--- src/hw/rtl/ppm_p6_stream_parser_top_macros.svh ---
// Assertion macros used by the PPM P6 parser controller.
`ifndef PPM_P6_STREAM_PARSER_TOP_MACROS_SVH
`define PPM_P6_STREAM_PARSER_TOP_MACROS_SVH

// Same-cycle implication, sampled on clk with rst_n low disabling the check.
`define PPM_ASSERT_SAME(lbl, ante, cons, msg) \
  lbl: assert property (@(posedge clk) disable iff (!rst_n) (ante) |-> (cons)) \
    else $error(msg);

// Next-cycle implication, sampled on clk with rst_n low disabling the check.
`define PPM_ASSERT_NEXT(lbl, ante, cons, msg) \
  lbl: assert property (@(posedge clk) disable iff (!rst_n) (ante) |=> (cons)) \
    else $error(msg);

`endif

--- src/hw/rtl/ppm_pkg.sv ---
// Shared constants, codes and control structs of the PPM P6 parser.
`timescale 1ns / 1ps
package ppm_pkg;

  localparam int MAX_TOKEN_LEN = 4096;
  localparam int TOKEN_LEN_W   = $clog2(MAX_TOKEN_LEN);

  localparam int SIZE_W = 35;

  localparam logic [1:0] KIND_HDR = 2'd0;
  localparam logic [1:0] KIND_PIX = 2'd1;
  localparam logic [1:0] KIND_ERR = 2'd2;

  localparam logic [1:0] ERR_TRUNC     = 2'd0;
  localparam logic [1:0] ERR_TOO_LONG  = 2'd1;
  localparam logic [1:0] ERR_BAD_START = 2'd2;

  localparam logic [7:0] CHAR_P    = 8'h50;
  localparam logic [7:0] CHAR_6    = 8'h36;
  localparam logic [7:0] CHAR_HASH = 8'h23;
  localparam logic [7:0] CHAR_NL   = 8'h0A;
  localparam logic [7:0] CHAR_SP   = 8'h20;
  localparam logic [7:0] CHAR_TAB  = 8'h09;
  localparam logic [7:0] CHAR_VT   = 8'h0B;
  localparam logic [7:0] CHAR_FF   = 8'h0C;
  localparam logic [7:0] CHAR_CR   = 8'h0D;
  localparam logic [7:0] CHAR_0    = 8'h30;
  localparam logic [7:0] CHAR_9    = 8'h39;

  localparam logic [15:0] DEPTH_8BIT_MAX = 16'd255;

  typedef struct packed {
    logic       tok_start;
    logic       tok_add;
    logic       tok_finish;
    logic       mul;
    logic       size;
    logic       pay_step;
    logic       clear;
    logic       out_load;
    logic [1:0] out_kind;
    logic [1:0] out_err;
  } ppm_cmd_t;

  typedef struct packed {
    logic is_ws;
    logic is_hash;
    logic is_nl;
    logic is_p;
    logic is_6;
    logic is_high;
    logic tok_full;
    logic tok_third;
    logic rem_one;
    logic size_zero;
    logic out_free;
  } ppm_sts_t;

endpackage

--- src/hw/rtl/ppm_byte_if.sv ---
// Input byte channel of the PPM P6 parser.
`timescale 1ns / 1ps
interface ppm_byte_if;
  logic       valid;
  logic       ready;
  logic [7:0] data_byte;
  logic       stream_end;

  modport source (output valid, output data_byte, output stream_end, input ready);
  modport sink (input valid, input data_byte, input stream_end, output ready);
endinterface

--- src/hw/rtl/ppm_res_if.sv ---
// Result channel of the PPM P6 parser.
`timescale 1ns / 1ps
interface ppm_res_if;
  logic                      valid;
  logic                      ready;
  logic [1:0]                kind;
  logic [7:0]                pixel_byte;
  logic [15:0]               image_width;
  logic [15:0]               image_height;
  logic [15:0]               max_value;
  logic [ppm_pkg::SIZE_W-1:0] payload_size;
  logic [1:0]                error_code;
  logic                      last_payload;

  modport source (output valid, output kind, output pixel_byte, output image_width,
                  output image_height, output max_value, output payload_size,
                  output error_code, output last_payload, input ready);
  modport sink (input valid, input kind, input pixel_byte, input image_width,
                input image_height, input max_value, input payload_size,
                input error_code, input last_payload, output ready);
endinterface

--- src/hw/rtl/ppm_datapath.sv ---
// Datapath: byte decode, token accumulation, size arithmetic and result register.
`timescale 1ns / 1ps
module ppm_datapath (
  input  logic              clk,
  input  logic              rst_n,
  input  logic [7:0]        in_data_byte,
  input  ppm_pkg::ppm_cmd_t cmd,
  output ppm_pkg::ppm_sts_t sts,
  ppm_res_if.source         out_chan
);

  logic [15:0] acc_r, acc_nxt;
  logic        ended_r, ended_nxt;
  logic [15:0] base_acc;
  logic        base_ended;
  logic [19:0] acc_x10;
  logic [ppm_pkg::TOKEN_LEN_W-1:0] len_r;
  logic [1:0]  tok_num_r;
  logic [15:0] width_r, height_r, maxval_r;
  logic [31:0] product_r;
  logic [33:0] prod_x3;
  logic [ppm_pkg::SIZE_W-1:0] size_r, size_nxt, rem_r;
  logic        is_digit;

  logic                       out_valid_r;
  logic [1:0]                 out_kind_r;
  logic [7:0]                 out_pix_r;
  logic [15:0]                out_w_r, out_h_r, out_max_r;
  logic [ppm_pkg::SIZE_W-1:0] out_size_r;
  logic [1:0]                 out_err_r;
  logic                       out_last_r;
  logic                       out_free;

  assign is_digit = (in_data_byte >= ppm_pkg::CHAR_0) && (in_data_byte <= ppm_pkg::CHAR_9);
  assign out_free = !out_valid_r || out_chan.ready;

  always_comb begin
    sts.is_ws     = (in_data_byte == ppm_pkg::CHAR_SP) || (in_data_byte == ppm_pkg::CHAR_TAB) ||
                    (in_data_byte == ppm_pkg::CHAR_NL) || (in_data_byte == ppm_pkg::CHAR_VT) ||
                    (in_data_byte == ppm_pkg::CHAR_FF) || (in_data_byte == ppm_pkg::CHAR_CR);
    sts.is_hash   = in_data_byte == ppm_pkg::CHAR_HASH;
    sts.is_nl     = in_data_byte == ppm_pkg::CHAR_NL;
    sts.is_p      = in_data_byte == ppm_pkg::CHAR_P;
    sts.is_6      = in_data_byte == ppm_pkg::CHAR_6;
    sts.is_high   = in_data_byte[7];
    sts.tok_full  = len_r >= ppm_pkg::TOKEN_LEN_W'(ppm_pkg::MAX_TOKEN_LEN - 1);
    sts.tok_third = tok_num_r == 2'd2;
    sts.rem_one   = rem_r == ppm_pkg::SIZE_W'(1);
    sts.size_zero = size_r == '0;
    sts.out_free  = out_free;
  end

  // Digit accumulation; a token that finishes on this byte sees the updated value.
  always_comb begin
    base_acc   = cmd.tok_start ? 16'd0 : acc_r;
    base_ended = cmd.tok_start ? 1'b0 : ended_r;
    acc_x10    = {4'd0, base_acc} * 20'd10 + {16'd0, in_data_byte[3:0]};
    acc_nxt    = acc_r;
    ended_nxt  = ended_r;
    if (cmd.tok_start || cmd.tok_add) begin
      if (!base_ended && is_digit) begin
        acc_nxt   = (acc_x10 > 20'd65535) ? 16'hFFFF : acc_x10[15:0];
        ended_nxt = base_ended;
      end else begin
        acc_nxt   = base_acc;
        ended_nxt = 1'b1;
      end
    end
  end

  assign prod_x3  = {1'b0, product_r, 1'b0} + {2'b00, product_r};
  assign size_nxt = (maxval_r > ppm_pkg::DEPTH_8BIT_MAX) ? {prod_x3, 1'b0} : {1'b0, prod_x3};

  always_ff @(posedge clk) begin
    if (!rst_n) begin
      tok_num_r <= '0;
      acc_r     <= '0;
      ended_r   <= 1'b0;
      len_r     <= '0;
      width_r   <= '0;
      height_r  <= '0;
      rem_r     <= '0;
    end else begin
      acc_r   <= acc_nxt;
      ended_r <= ended_nxt;
      if (cmd.tok_start) begin
        len_r <= ppm_pkg::TOKEN_LEN_W'(1);
      end else if (cmd.tok_add) begin
        len_r <= len_r + ppm_pkg::TOKEN_LEN_W'(1);
      end
      if (cmd.tok_finish) begin
        case (tok_num_r)
          2'd0:    width_r  <= acc_nxt;
          2'd1:    height_r <= acc_nxt;
          default: maxval_r <= acc_nxt;
        endcase
        tok_num_r <= tok_num_r + 2'd1;
      end
      if (cmd.size) begin
        rem_r <= size_nxt;
      end else if (cmd.pay_step) begin
        rem_r <= rem_r - ppm_pkg::SIZE_W'(1);
      end
      if (cmd.clear) begin
        tok_num_r <= '0;
        acc_r     <= '0;
        ended_r   <= 1'b0;
        len_r     <= '0;
        width_r   <= '0;
        height_r  <= '0;
        rem_r     <= '0;
      end
    end
  end

  always_ff @(posedge clk) begin
    if (cmd.mul) begin
      product_r <= width_r * height_r;
    end
    if (cmd.size) begin
      size_r <= size_nxt;
    end
  end

  // Result register; fields that do not belong to the kind read as zero.
  always_ff @(posedge clk) begin
    if (!rst_n) begin
      out_valid_r <= 1'b0;
    end else if (cmd.out_load) begin
      out_valid_r <= 1'b1;
    end else if (out_chan.ready) begin
      out_valid_r <= 1'b0;
    end
  end

  always_ff @(posedge clk) begin
    if (cmd.out_load) begin
      out_kind_r <= cmd.out_kind;
      out_pix_r  <= '0;
      out_w_r    <= '0;
      out_h_r    <= '0;
      out_max_r  <= '0;
      out_size_r <= '0;
      out_err_r  <= '0;
      out_last_r <= 1'b0;
      case (cmd.out_kind)
        ppm_pkg::KIND_HDR: begin
          out_w_r    <= width_r;
          out_h_r    <= height_r;
          out_max_r  <= maxval_r;
          out_size_r <= size_r;
        end
        ppm_pkg::KIND_PIX: begin
          out_pix_r  <= in_data_byte;
          out_last_r <= rem_r == ppm_pkg::SIZE_W'(1);
        end
        ppm_pkg::KIND_ERR: begin
          out_err_r <= cmd.out_err;
        end
        default: begin
          out_err_r <= '0;
        end
      endcase
    end
  end

  assign out_chan.valid        = out_valid_r;
  assign out_chan.kind         = out_kind_r;
  assign out_chan.pixel_byte   = out_pix_r;
  assign out_chan.image_width  = out_w_r;
  assign out_chan.image_height = out_h_r;
  assign out_chan.max_value    = out_max_r;
  assign out_chan.payload_size = out_size_r;
  assign out_chan.error_code   = out_err_r;
  assign out_chan.last_payload = out_last_r;

endmodule

--- src/hw/rtl/ppm_ctrl.sv ---
// Controller: parse phase and header/error sequencing of the PPM P6 parser.
`timescale 1ns / 1ps
`include "ppm_p6_stream_parser_top_macros.svh"
module ppm_ctrl (
  input  logic              clk,
  input  logic              rst_n,
  input  logic              in_valid,
  input  logic              in_end,
  output logic              in_ready,
  input  ppm_pkg::ppm_sts_t sts,
  output ppm_pkg::ppm_cmd_t cmd
);

  localparam logic [3:0] ST_MAGIC_P  = 4'd0;
  localparam logic [3:0] ST_MAGIC_6  = 4'd1;
  localparam logic [3:0] ST_MAGIC_WS = 4'd2;
  localparam logic [3:0] ST_SKIP     = 4'd3;
  localparam logic [3:0] ST_COMMENT  = 4'd4;
  localparam logic [3:0] ST_TOKEN    = 4'd5;
  localparam logic [3:0] ST_PAYLOAD  = 4'd6;
  localparam logic [3:0] ST_IDLE     = 4'd7;
  localparam logic [3:0] ST_MUL      = 4'd8;
  localparam logic [3:0] ST_SIZE     = 4'd9;
  localparam logic [3:0] ST_HDR      = 4'd10;
  localparam logic [3:0] ST_ERR0     = 4'd11;

  logic [3:0] state_r, state_nxt, ph;
  logic       end_r, end_nxt;
  logic       acc, loaded, to_mul;

  assign in_ready = (state_r <= ST_IDLE) && sts.out_free;
  assign acc      = in_valid && in_ready;

  always_comb begin
    cmd       = '0;
    state_nxt = state_r;
    end_nxt   = end_r;
    ph        = state_r;
    loaded    = 1'b0;
    to_mul    = 1'b0;
    if (acc) begin
      case (state_r)
        ST_MAGIC_P: begin
          ph = sts.is_p ? ST_MAGIC_6 : ST_MAGIC_P;
        end
        ST_MAGIC_6: begin
          ph = sts.is_6 ? ST_MAGIC_WS : ST_MAGIC_P;
        end
        ST_MAGIC_WS: begin
          ph = sts.is_ws ? ST_SKIP : ST_MAGIC_P;
        end
        ST_SKIP: begin
          if (sts.is_ws) begin
            ph = ST_SKIP;
          end else if (sts.is_hash) begin
            ph = ST_COMMENT;
          end else if (sts.is_high) begin
            cmd.out_load = 1'b1;
            cmd.out_kind = ppm_pkg::KIND_ERR;
            cmd.out_err  = ppm_pkg::ERR_BAD_START;
            loaded       = 1'b1;
            ph           = ST_IDLE;
          end else begin
            cmd.tok_start = 1'b1;
            ph            = ST_TOKEN;
            if (in_end) begin
              cmd.tok_finish = 1'b1;
              to_mul         = sts.tok_third;
              ph             = ST_SKIP;
            end
          end
        end
        ST_COMMENT: begin
          ph = sts.is_nl ? ST_SKIP : ST_COMMENT;
        end
        ST_TOKEN: begin
          if (sts.is_ws) begin
            cmd.tok_finish = 1'b1;
            to_mul         = sts.tok_third;
            ph             = ST_SKIP;
          end else if (sts.tok_full) begin
            cmd.out_load = 1'b1;
            cmd.out_kind = ppm_pkg::KIND_ERR;
            cmd.out_err  = ppm_pkg::ERR_TOO_LONG;
            loaded       = 1'b1;
            ph           = ST_IDLE;
          end else begin
            cmd.tok_add = 1'b1;
            if (in_end) begin
              cmd.tok_finish = 1'b1;
              to_mul         = sts.tok_third;
              ph             = ST_SKIP;
            end
          end
        end
        ST_PAYLOAD: begin
          cmd.out_load = 1'b1;
          cmd.out_kind = ppm_pkg::KIND_PIX;
          cmd.pay_step = 1'b1;
          loaded       = 1'b1;
          ph           = sts.rem_one ? ST_IDLE : ST_PAYLOAD;
        end
        default: begin
          ph = ST_IDLE;
        end
      endcase

      // A stream end restarts the search; an unfinished image also reports truncation.
      if (to_mul) begin
        state_nxt = ST_MUL;
        end_nxt   = in_end;
      end else if (in_end) begin
        if ((ph != ST_IDLE) && loaded) begin
          state_nxt = ST_ERR0;
        end else begin
          if (ph != ST_IDLE) begin
            cmd.out_load = 1'b1;
            cmd.out_kind = ppm_pkg::KIND_ERR;
            cmd.out_err  = ppm_pkg::ERR_TRUNC;
          end
          cmd.clear = 1'b1;
          state_nxt = ST_MAGIC_P;
        end
      end else begin
        state_nxt = ph;
      end
    end else begin
      case (state_r)
        ST_MUL: begin
          cmd.mul   = 1'b1;
          state_nxt = ST_SIZE;
        end
        ST_SIZE: begin
          cmd.size  = 1'b1;
          state_nxt = ST_HDR;
        end
        ST_HDR: begin
          if (sts.out_free) begin
            cmd.out_load = 1'b1;
            cmd.out_kind = ppm_pkg::KIND_HDR;
            if (end_r) begin
              if (sts.size_zero) begin
                cmd.clear = 1'b1;
                state_nxt = ST_MAGIC_P;
              end else begin
                state_nxt = ST_ERR0;
              end
            end else begin
              state_nxt = sts.size_zero ? ST_IDLE : ST_PAYLOAD;
            end
          end
        end
        ST_ERR0: begin
          if (sts.out_free) begin
            cmd.out_load = 1'b1;
            cmd.out_kind = ppm_pkg::KIND_ERR;
            cmd.out_err  = ppm_pkg::ERR_TRUNC;
            cmd.clear    = 1'b1;
            state_nxt    = ST_MAGIC_P;
          end
        end
        default: begin
          state_nxt = state_r;
        end
      endcase
    end
  end

  always_ff @(posedge clk) begin
    if (!rst_n) begin
      state_r <= ST_MAGIC_P;
      end_r   <= 1'b0;
    end else begin
      state_r <= state_nxt;
      end_r   <= end_nxt;
    end
  end

  `PPM_ASSERT_SAME(a_load_into_free, cmd.out_load, sts.out_free, "result loaded over a held result")
  `PPM_ASSERT_NEXT(a_last_beat_idle, acc && (state_r == ST_PAYLOAD) && sts.rem_one && !in_end, state_r == ST_IDLE, "payload did not stop after its last beat")
  `PPM_ASSERT_NEXT(a_end_restarts, acc && in_end, (state_r == ST_MAGIC_P) || (state_r == ST_ERR0) || (state_r == ST_MUL), "stream end did not restart the parser")

endmodule

--- src/hw/rtl/ppm_p6_stream_parser_top.sv ---
// Top level of the PPM P6 stream parser: controller plus datapath.
// Payload and error results appear in the cycle after their byte; payload streams at one
// byte per cycle while results are taken, bounded by the single result register.
// The header follows the byte ending the maximum-value token via the multiply, size and
// load states, during which no byte is accepted.
// A truncation error after another result of the same byte waits in its own state.
// rst_n is synchronous and active low; it clears the parser to the magic search.
`timescale 1ns / 1ps
module ppm_p6_stream_parser_top (
  input  logic      clk,
  input  logic      rst_n,
  ppm_byte_if.sink  in_chan,
  ppm_res_if.source out_chan
);

  ppm_pkg::ppm_cmd_t cmd;
  ppm_pkg::ppm_sts_t sts;
  logic              in_ready;

  assign in_chan.ready = in_ready;

  ppm_ctrl u_ctrl (
    .clk      (clk),
    .rst_n    (rst_n),
    .in_valid (in_chan.valid),
    .in_end   (in_chan.stream_end),
    .in_ready (in_ready),
    .sts      (sts),
    .cmd      (cmd)
  );

  ppm_datapath u_datapath (
    .clk          (clk),
    .rst_n        (rst_n),
    .in_data_byte (in_chan.data_byte),
    .cmd          (cmd),
    .sts          (sts),
    .out_chan     (out_chan)
  );

endmodule
--- src/flat_wrapper.sv ---
// flat-port wrapper written by rule: the top's interface ports become plain ports
module ppm_p6_stream_parser_top_flat 
  (clk, rst_n, in_chan_valid, in_chan_data_byte, in_chan_stream_end, in_chan_ready, out_chan_valid, out_chan_kind, out_chan_pixel_byte, out_chan_image_width, out_chan_image_height, out_chan_max_value, out_chan_payload_size, out_chan_error_code, out_chan_last_payload, out_chan_ready);
  ppm_byte_if in_chan_i ();
  ppm_res_if out_chan_i ();
  input  logic clk;
  input  logic rst_n;
  input wire logic [$bits(in_chan_i.valid)-1:0] in_chan_valid;
  input wire logic [$bits(in_chan_i.data_byte)-1:0] in_chan_data_byte;
  input wire logic [$bits(in_chan_i.stream_end)-1:0] in_chan_stream_end;
  output wire logic [$bits(in_chan_i.ready)-1:0] in_chan_ready;
  output wire logic [$bits(out_chan_i.valid)-1:0] out_chan_valid;
  output wire logic [$bits(out_chan_i.kind)-1:0] out_chan_kind;
  output wire logic [$bits(out_chan_i.pixel_byte)-1:0] out_chan_pixel_byte;
  output wire logic [$bits(out_chan_i.image_width)-1:0] out_chan_image_width;
  output wire logic [$bits(out_chan_i.image_height)-1:0] out_chan_image_height;
  output wire logic [$bits(out_chan_i.max_value)-1:0] out_chan_max_value;
  output wire logic [$bits(out_chan_i.payload_size)-1:0] out_chan_payload_size;
  output wire logic [$bits(out_chan_i.error_code)-1:0] out_chan_error_code;
  output wire logic [$bits(out_chan_i.last_payload)-1:0] out_chan_last_payload;
  input wire logic [$bits(out_chan_i.ready)-1:0] out_chan_ready;
  assign in_chan_i.valid = in_chan_valid;
  assign in_chan_i.data_byte = in_chan_data_byte;
  assign in_chan_i.stream_end = in_chan_stream_end;
  assign in_chan_ready = in_chan_i.ready;
  assign out_chan_valid = out_chan_i.valid;
  assign out_chan_kind = out_chan_i.kind;
  assign out_chan_pixel_byte = out_chan_i.pixel_byte;
  assign out_chan_image_width = out_chan_i.image_width;
  assign out_chan_image_height = out_chan_i.image_height;
  assign out_chan_max_value = out_chan_i.max_value;
  assign out_chan_payload_size = out_chan_i.payload_size;
  assign out_chan_error_code = out_chan_i.error_code;
  assign out_chan_last_payload = out_chan_i.last_payload;
  assign out_chan_i.ready = out_chan_ready;
  ppm_p6_stream_parser_top u_core (.clk(clk), .rst_n(rst_n), .in_chan(in_chan_i), .out_chan(out_chan_i));
endmodule
--- config.mk ---
export PLATFORM = sky130hd
export DESIGN_NAME = ppm_p6_stream_parser_top_flat
export DESIGN_NICKNAME = d
export VERILOG_FILES = /design/src/hw/rtl/ppm_pkg.sv /design/src/hw/rtl/ppm_byte_if.sv /design/src/hw/rtl/ppm_res_if.sv /design/src/hw/rtl/ppm_datapath.sv /design/src/hw/rtl/ppm_ctrl.sv /design/src/hw/rtl/ppm_p6_stream_parser_top.sv /design/src/flat_wrapper.sv
export VERILOG_INCLUDE_DIRS = /design/src /design/src/hw/rtl
export SDC_FILE = /design/constraint.sdc
export NUM_CORES = 1
export LEC_CHECK = 0
export BUFFER_PORTS_ARGS = -buffer_cell sky130_fd_sc_hd__buf_2
export CAP_MARGIN = 20
export CORE_ASPECT_RATIO = 0.9
export CORE_UTILIZATION = 29
export CTS_BUF_LIST = sky130_fd_sc_hd__clkbuf_4
export DETAILED_ROUTE_END_ITERATION = 7
export PLACE_DENSITY = 0.5
export SLEW_MARGIN = 20
export SYNTH_ARGS = -nofsm -noshare
export SYNTH_HDL_FRONTEND = slang
export SYNTH_SLANG_ARGS = --single-unit
export TNS_END_PERCENT = 100
--- constraint.sdc ---
create_clock -name clk -period 7.3 [get_ports clk]
set_input_delay 0.73 -clock clk [delete_from_list [all_inputs] [get_ports clk]]
set_output_delay 0.73 -clock clk [all_outputs]
set_load 0.01 [all_outputs]
**After elaboration in Yosys (flattened, before gate mapping)**

Index checks and enable logic that the tools add are counted.

- Flip-flop bits (word level): 283
- Latch bits: 0
- RAM bits: 0
- Bits in read-only memories: 0
- Input port bits: 13
- Output and inout bits: 98
- Word-level logic and storage cells: 183
- Memories kept: 0

- Add/subtract/negate cells: 5
- Multipliers: 2
- Div/mod/pow operators: 0
- Order comparisons: 6
- Eq/ne operators: 27
- Shifts and indexed selects: 0
- Mux-type cells: 89
- Bitwise operators: 2
- Reductions and logical operators: 30

Operators by type and width:

| operator | count |
|---|---|
| 2-to-1 mux 35 bit | 3 |
| 2-to-1 mux 16 bit | 4 |
| 2-to-1 mux 4 bit | 13 |
| == test 8 x 4 -> 1 bit, second input constant | 5 |
| 2-to-1 mux 1 bit | 39 |
| == test 35 x 1 -> 1 bit, second input constant | 1 |
| logical NOT 35 bit | 1 |
| subtractor 35 x 1 -> 35 bit, second input constant | 1 |
| adder 33 x 32 -> 34 bit | 1 |
| multiplier 16 x 16 -> 32 bit | 1 |
| 2-to-1 mux 5 bit | 6 |
| 2-to-1 mux 6 bit | 5 |
| case mux 4 bit (7 select lines) | 1 |
| == test 8 x 6 -> 1 bit, second input constant | 3 |
| adder 20 x 4 -> 20 bit | 1 |
| greater-than comparator 20 x 16 -> 1 bit, second input constant | 1 |
| multiplier 16 x 3 -> 19 bit, second input constant | 1 |
| 2-to-1 mux 3 bit | 6 |
| == test 4 bit, second input constant | 4 |
| greater-than comparator 16 x 8 -> 1 bit, second input constant | 1 |
| case mux 4 bit (4 select lines) | 1 |
| adder 12 x 1 -> 12 bit, second input constant | 1 |
| == test 4 x 3 -> 1 bit, second input constant | 3 |
| >= comparator 12 bit, second input constant | 1 |
| 29 further kinds | 57 |

**Depth between registers and ports, before layout**

Gate-level depths: netlist of run 1.

- Word-level depth: 16
- Mapped depth: 23
- Depth with buffers taken out: 22

**Modules after synthesis**

A second synthesis of run 1 with hierarchy kept.

- Cells, all modules: 2417
- Area, all modules: 23307.4 um^2

By module, submodules not included:

| module | instances | cells an instance | area each (um^2) | seq. area each (um^2) |
|---|---|---|---|---|
| ppm_datapath | 1 | 2311 | 22547.9 | 7357.1 |
| ppm_ctrl | 1 | 106 | 759.5 | 100.1 |

**Least setup slack after synthesis of run 1**

No wires, ideal clock.

- Path type: reg-to-reg
- Start: register u_core.u_datapath.height_r[6]
- End: register u_core.u_datapath.product_r[24], data pin
- Setup time: 135 ps
- Arrival: 5990 ps
- Required time: 7165 ps
- Path slack: 1175 ps
- Stages on the path, launching flop included: 23
- Buffers on the path: 2
- Period minus slack after synthesis: 6125 ps
- Cells stage by stage: dfxtp_1 > clkbuf_1 > clkbuf_1 > nand2_1 > fa_1 > inv_1 > fa_1 > inv_1 > fa_1 > inv_1 > fa_1 > inv_1 > fa_1 > inv_1 > fa_1 > ha_1 > a21oi_1 > nor2_1 > a211oi_1 > a21oi_1 > o21a_1 > or4b_2 > nand3_1

- Word-level cells in the longest chain between the ends: 1

RTL lines:

| item | line | text |
|---|---|---|
| from (decl) | ppm_datapath.sv:19 | `logic [15:0] width_r, height_r, maxval_r;` |
| from (signal assigned) | ppm_datapath.sv:94 | `2'd1: height_r <= acc_nxt;` |
| multiplier 16 x 16 -> 32 bit | ppm_datapath.sv:118 | `product_r <= width_r * height_r;` |
| to (signal assigned) | ppm_datapath.sv:118 |  |
| to (decl) | ppm_datapath.sv:20 | `logic [31:0] product_r;` |

Every way passes these cells.
A chain may end at the register's enable or synchronous reset.

**Worst setup path after layout of run 1**

- Start: register u_core.u_datapath.height_r[9]
- End: register u_core.u_datapath.product_r[31], data pin

The elaborated chain is that of the path after synthesis.

==> out/results.ini, run 1 <==
[cts]
clk_pin_slew_ns=0.07
cts_num_sinks=283
post_cts_resized=0
post_cts_buffers=0
cts-root-to-sink-buffers=3
cts_made_buffers=75
cts-root-buf=sky130_fd_sc_hd__clkbuf_4
clk_latency_ns=0.85
ctsHtreeMaxLevel=3
cts.hold.buffers_added=0
cts_tree=done

[routing]
route.detailed.drc=8
wl_per_cell_um=17.58
postRouteWirelength_mm=64.97
detail_route.first_pass.iterations=8
detail_route.vias_per_cell=4.950
drt.antenna.violating_nets=0
drt_iter0_markers=1179
via_count=18290

[placement]
dpl.hpwl_mm=50.02
place_worst_setup_slack_ns=0.5932
io_buffers=110
place_congestion=0.8570

[timing]
count_of_endpoints_failing_setup_in_the_final_report=0
rsz_0062_raised_after_global_routing=false
finalCritPeriodShare=0.9033
worst_pin_slew_ns=1.018
maxClockFrequency_mhz=151.7
final_period_minus_worst_setup_slack_ns=6.594
drv_slew=0
skew_ns=0.08914
worst_slack_ns=0.7061
worst_slew_margin_rel=0.3203
setup_total_negative_slack_ns=0
hold_viol=0

[global_route]
grt-ovfl-total=0
first_global_vias=18770
grt_start_max_net_pins=61
wire_length_of_the_first_global_routing_pass_mm=103.5
grt_use_total=0.1592
antenna_found_initial=4

[status]
failing_checks=design-rule violations
outcome=finished with violations

[floorplanning]
ios=111
start_util=0.2941
die_width_um=301.9
core_area_sq_mm=0.07982
die_area_sq_mm=0.08211
num_rows=98
die_y_um=271.9

[synth]
ys_dominant_reg_cell=sky130_fd_sc_hd__edfxtp_1
yosys_warnings=0
netlist_top_cells_count=299 x sky130_fd_sc_hd__nand2_1, 264 x sky130_fd_sc_hd__inv_1, 196 x sky130_fd_sc_hd__fa_1
post-synth-top-count-cell=sky130_fd_sc_hd__nand2_1
mappedNetlistNets=2850
post_synth_main_area_contributors=sky130_fd_sc_hd__edfxtp_1 23%, sky130_fd_sc_hd__fa_1 17%, sky130_fd_sc_hd__ha_1 9.0%, sky130_fd_sc_hd__dfxtp_1 8.9%, sky130_fd_sc_hd__nand2_1 4.8%
number_of_synthesized_flops_with_an_enable_pin=179
synth_cell_types=90
synthDominantAreaCellType=sky130_fd_sc_hd__edfxtp_1
netlist.area_leader.share=0.2289
synth-seq-cells=283
syn_avg_cell_area_sq_um=9.498
post_synth_inst_count=2472
syn-cell-area_sq_mm=0.02348
synth-async-reset-ratio=0
seq_total_area_yosys=0.3176

[job]
maxCapViolations=0

[power]
clockPowerShare=0.436
power_per_cell_area_mw_per_mm2=131.4
pwr-share-seq=0.507
worst_ir_drop_vdd_v=0.0001006
power.share.combinational=0.057
netSwitchingPower_mw=0.8544
cellLeakagePower_nw=11.92
power.switching_fraction=0.2481
fin_total_pwr_mw=3.444
p_int_mw=2.589

[min_path]
timing.hold.worst.class=input pin to register
hold_depth=2

[worst_setup_path]
cp-end-kind=register
worstPathRequired_ns=7.86
cp_data_arrival_time_ns=7.15
r2r.worst_path.cells=18
crit_fanout=18
setup.worst_path.class=register to register
crit_path_start_kind=register

[final_layout]
final.fill_count=8260
layout_cells_sized_above_1=0.1245
area_growth_pct=11.64
nNetsFinal=2959
postLayoutCoreUtil=0.3284

-- sequential cells by signal, indices dropped and copies added, names as in the netlist --
signal and cells:
u_core.u_datapath.acc_r 16, u_core.u_datapath.tok_num_r 2, u_core.u_datapath.out_chan.max_value 16, u_core.u_datapath.maxval_r 16, u_core.u_datapath.out_chan.image_height 16, u_core.u_datapath.out_chan.kind 2
u_core.u_datapath.rem_r 35, u_core.u_datapath.size_r 35, u_core.u_datapath.out_chan.error_code 2, u_core.u_ctrl.state_r 4, u_core.u_datapath.out_chan.payload_size 35, u_core.u_ctrl.end_r 1
u_core.u_datapath.out_chan.image_width 16, u_core.u_datapath.out_chan.last_payload 1, u_core.u_datapath.ended_r 1, u_core.u_datapath.height_r 16, u_core.u_datapath.width_r 16, u_core.u_datapath.out_chan.valid 1
u_core.u_datapath.out_chan.pixel_byte 8, u_core.u_datapath.product_r 32, u_core.u_datapath.len_r 12
-- per-stage QoR --
step	instances	cell area (sq um)	hold WS [ns]
2_1_floorplan	2472	23480	0.4504
3_3_place_gp	3554	25180	0.4625
3_5_place_dp	3554	25180	0.4786
4_1_cts	3693	26210	0.1927
5_1_grt	3695	26210	0.2423
6_report	3695	26210	0.2873
-- final timing paths --
check                                     start                               to  slack, ns
hold / removal                            rst_n         u_core.u_ctrl.state_r[3]       0.29
setup reg to reg  u_core.u_datapath.height_r[9]  u_core.u_datapath.product_r[31]       0.71
setup / recovery  u_core.u_datapath.height_r[9]  u_core.u_datapath.product_r[31]       0.71
hold reg to reg      u_core.u_datapath.len_r[1]       u_core.u_datapath.len_r[1]       0.49
-- power groups by stage --
stage | clock (mW) | sequential (mW) | combinational [mW]
final | 1.50 | 1.74 | 0.196
after global routing | 1.63 | 1.75 | 0.215
after CTS | 1.55 | 1.74 | 0.197
after detailed placement | 0 | 1.78 | 0.196
after global placement | 0 | 1.78 | 0.196
after floorplan | 0 | 1.79 | 0.110
-- worst max-delay path: stages (launching register included) --
cell                        delay [ns]
sky130_fd_sc_hd__dfxtp_1          0.99
sky130_fd_sc_hd__nand2_1          0.18
sky130_fd_sc_hd__fa_1             0.56
sky130_fd_sc_hd__fa_1             0.53
sky130_fd_sc_hd__inv_1            0.05
sky130_fd_sc_hd__fa_1             0.48
sky130_fd_sc_hd__inv_1            0.06
sky130_fd_sc_hd__fa_1             0.53
sky130_fd_sc_hd__inv_1            0.05
sky130_fd_sc_hd__fa_1             0.52
sky130_fd_sc_hd__fa_1             0.50
sky130_fd_sc_hd__ha_1             0.39
sky130_fd_sc_hd__a21o_1           0.21
sky130_fd_sc_hd__a21oi_1          0.22
sky130_fd_sc_hd__nand4_1          0.17
sky130_fd_sc_hd__or3b_2           0.26
sky130_fd_sc_hd__nand3_1          0.13
sky130_fd_sc_hd__a2111oi_0        0.41
sky130_fd_sc_hd__nor3b_1          0.12
-- routing by layer --
metal,vias to the layer above,routed length (um),GRT usage
met3,90,2843,0.02241
li1,8763,-,-
met4,0,1330,0.04864
met5,-,0,0
met2,466,28170,0.2430
met1,8970,32630,0.2312
-- kinds of logic after synthesis --
logic type | Yosys count | share of synthesized area
AND/OR/NAND/NOR | 915 | 0.1987
flip-flops | 283 | 0.3176
AO/OA/AOI/OAI | 413 | 0.1197
adder cells (fa/ha/maj) | 365 | 0.2572
multiplexers | 19 | 0.008526
XOR/XNOR | 89 | 0.03320
buffers and inverters | 388 | 0.06512
-- cells in the final DEF (no fill, tap or decap), types with 65 or more instances in the layout --
cell type,count
sky130_fd_sc_hd__edfxtp_1,179
sky130_fd_sc_hd__clkbuf_4,115
sky130_fd_sc_hd__ha_1,169
sky130_fd_sc_hd__nand2_1,299
sky130_fd_sc_hd__and3_1,103
sky130_fd_sc_hd__inv_1,264
sky130_fd_sc_hd__o21ai_0,65
sky130_fd_sc_hd__and2_1,114
sky130_fd_sc_hd__dfxtp_1,104
sky130_fd_sc_hd__fa_1,196
sky130_fd_sc_hd__buf_2,110
sky130_fd_sc_hd__a21oi_1,87
sky130_fd_sc_hd__nor2_1,126
-- cell type report --
cell class	instances	area, sq um	share of cell area
multi-input cells	1801	14530	0.5544
flip-flops and latches	283	7457	0.2845
well taps	1050	1314	0.05012
inverters	267	1003	0.03828
repair buffers	153	873.3	0.03332
clock buffers	115	863.3	0.03294
clock inverters	24	165.2	0.006301
diodes	2	5.005	0.0001909
Note: power is estimated with default switching activity, not from simulation.
==> run 2, diff against run 1 <==
Settings changed: CORE_UTILIZATION 29 to 45, PLACE_DENSITY 0.5 to 0.67.
==> run 2 against run 1 <==
  * The flow now finishes without violations
  * Routed wire length shrank 6.6%
  * Highest routed layer unchanged
  * Count of clock-buffer cells in the layout shrank 8
  * Flip-flop and latch count is the same
  * Critical path depth is the same
  * Sequential power is essentially flat
  * Design area shrank 2.2%
  * Clock skew shrank 0.0011 ns
  * Worst setup slack gained 0.14 ns
  * Clock power shrank 4%
  * Core utilization grew 17 points
  * Register-to-register slack gained 0.14 ns
  * Die area shrank 35%
==> out/results.ini, run 2 (synthesis results as in run 1) <==
[status]
outcome=completed

[power]
fin_total_pwr_mw=3.380
clockPowerShare=0.427
pwr-share-seq=0.517
power_per_cell_area_mw_per_mm2=131.8
p_int_mw=2.571
netSwitchingPower_mw=0.8091
power.switching_fraction=0.2394
worst_ir_drop_vdd_v=0.0001152
cellLeakagePower_nw=11.85
power.share.combinational=0.056

[placement]
place_worst_setup_slack_ns=0.7695
dpl.hpwl_mm=46.31
dpl.cell_count=3185
place_congestion=0.9432
io_buffers=110

[cts]
cts_tree=done
post_cts_buffers=0
clk_latency_ns=0.76
cts-root-buf=sky130_fd_sc_hd__clkbuf_4
clk_pin_slew_ns=0.08
post_cts_resized=0
ctsHtreeMaxLevel=3
cts_num_sinks=283
cts_made_buffers=72
cts-root-to-sink-buffers=3
cts.hold.buffers_added=0

[routing]
postRouteWirelength_mm=60.66
wl_per_cell_um=18.30
route.detailed.drc=0
drt_iter0_markers=1516
detail_route.vias_per_cell=5.615
drt.antenna.violating_nets=0
via_count=18610
detail_route.first_pass.iterations=8

[global_route]
wire_length_of_the_first_global_routing_pass_mm=97.65
first_global_vias=18420
global_route.usage.met3=0.04372
antenna_found_initial=2
grt_start_max_net_pins=64
global_route.usage.met1=0.3147
groute.layer.met2.usage=0.3725
busiest_layer=met2
grt_use_total=0.2296
grt-ovfl-total=0

[worst_setup_path]
r2r.worst_path.cells=18
cp_slowest_cell=sky130_fd_sc_hd__dfxtp_1
regToRegSetupSlack_ns=0.85
crit_family=adder cells
timing.critical_path.mode_cell=sky130_fd_sc_hd__fa_1
crit_path_start_kind=register
startpoint=u_core.u_datapath.width_r[4]
crit_cells=18
cp-end-kind=register
worstPathRequired_ns=7.90
worst_setup_path_endpoint=u_core.u_datapath.product_r[24]
setup.worst_path.class=register to register
r2r-end=u_core.u_datapath.product_r[24]
crit_fanout=10
critPathMaxStageDelay_ns=0.67
worst-path-buf-inv=3
timing.rr.start=u_core.u_datapath.width_r[4]
timing.critical_path.cells=buf_4 > and2_1 > fa_1 > fa_1 > ha_1 > fa_1 > inv_1 > fa_1 > fa_1 > inv_1 > ha_1 > a2111oi_0 > nor3_1 > o2111ai_1 > a21oi_1 > o21a_1 > or4b_2 > nand3_1
cp_data_arrival_time_ns=7.05

[final_layout]
final.fill_count=4767
final_common_cell=sky130_fd_sc_hd__nand2_1
sequential_cell_area_sq_mm=0.007457
layout_cells_sized_above_1=0.1196
multi_input_area_sq_mm=0.01453
postLayoutCoreUtil=0.4971
nNetsFinal=2949
final_cell_mix=299 x sky130_fd_sc_hd__nand2_1, 264 x sky130_fd_sc_hd__inv_1, 196 x sky130_fd_sc_hd__fa_1, 179 x sky130_fd_sc_hd__edfxtp_1, 169 x sky130_fd_sc_hd__ha_1
area_growth_pct=9.240
post_layout_cell_count=3315

[timing]
hold_viol=0
setup_total_negative_slack_ns=0
worst_slack_ns=0.8500
rsz_0062_raised_after_global_routing=false
drv_slew=0
skew_ns=0.08804
worst_pin_slew_ns=0.9388
worst_slew_margin_rel=0.3617
finalCritPeriodShare=0.8836
count_of_endpoints_failing_setup_in_the_final_report=0
final_period_minus_worst_setup_slack_ns=6.450
maxClockFrequency_mhz=155.0

[floorplanning]
ios=111
start_util=0.4550
die_width_um=242.8
core_area_sq_mm=0.05160
die_area_sq_mm=0.05309
num_rows=79
die_y_um=218.7

[min_path]
timing.hold.worst.class=input pin to register
hold_depth=2

[job]
maxCapViolations=0

run 2: changes by cell type in the layout (fill, tap and decap cells not counted), sizes merged:
cell | previous run | this run
clkbuf | 115 | 107
buf | 153 | 146
clkinv | 23 | 19
bufinv | 2 | 3
diode | 2 | 1
inv | 266 | 267
run 2: cell type report:
type / count / share of cell area
multi-input combinational: 1801 / 0.5666
sequential: 283 / 0.2907
inverter: 267 / 0.03908
tap: 688 / 0.03356
timing repair buffer: 146 / 0.03200
clock buffer: 107 / 0.03132
clock inverter: 22 / 0.006634
antenna: 1 / 0.00009757
run 2: power by group through the flow:
stage / registers, mW / logic [mW] / clock network, mW
3_5_place_dp: 1.78 / 0.188 / 0
5_1_grt: 1.75 / 0.205 / 1.55
4_1_cts: 1.75 / 0.188 / 1.47
6_report: 1.75 / 0.189 / 1.44
3_3_place_gp: 1.78 / 0.185 / 0
2_1_floorplan: 1.79 / 0.110 / 0
run 2: how the worst min path moves through the flow:
stage / from / endpoint / slack, ns
2_1_floorplan: u_core.u_datapath.len_r[1] / u_core.u_datapath.len_r[1] / 0.45
3_3_place_gp: u_core.u_datapath.len_r[1] / u_core.u_datapath.len_r[1] / 0.46
3_5_place_dp: u_core.u_datapath.len_r[1] / u_core.u_datapath.len_r[1] / 0.48
4_1_cts: rst_n / u_core.u_datapath.out_chan.valid / 0.25
5_1_grt: rst_n / u_core.u_datapath.out_chan.valid / 0.27
6_report: rst_n / u_core.u_datapath.out_chan.valid / 0.32
run 2: per-stage QoR:
step                hold WS [ns]  cell area, sq um
finish                    0.3184             25650
global route              0.2707             25650
CTS                       0.2473             25650
detailed placement        0.4770             24670
global placement          0.4618             24670
floorplan                 0.4504             23480
run 2: routing by layer:
| metal | vias up | routed length (um) |
|---|---|---|
| met1 | 9093 | 27420 |
| met5 | - | 0 |
| met4 | 0 | 1089 |
| li1 | 8737 | - |
| met2 | 687 | 27840 |
| met3 | 96 | 4312 |
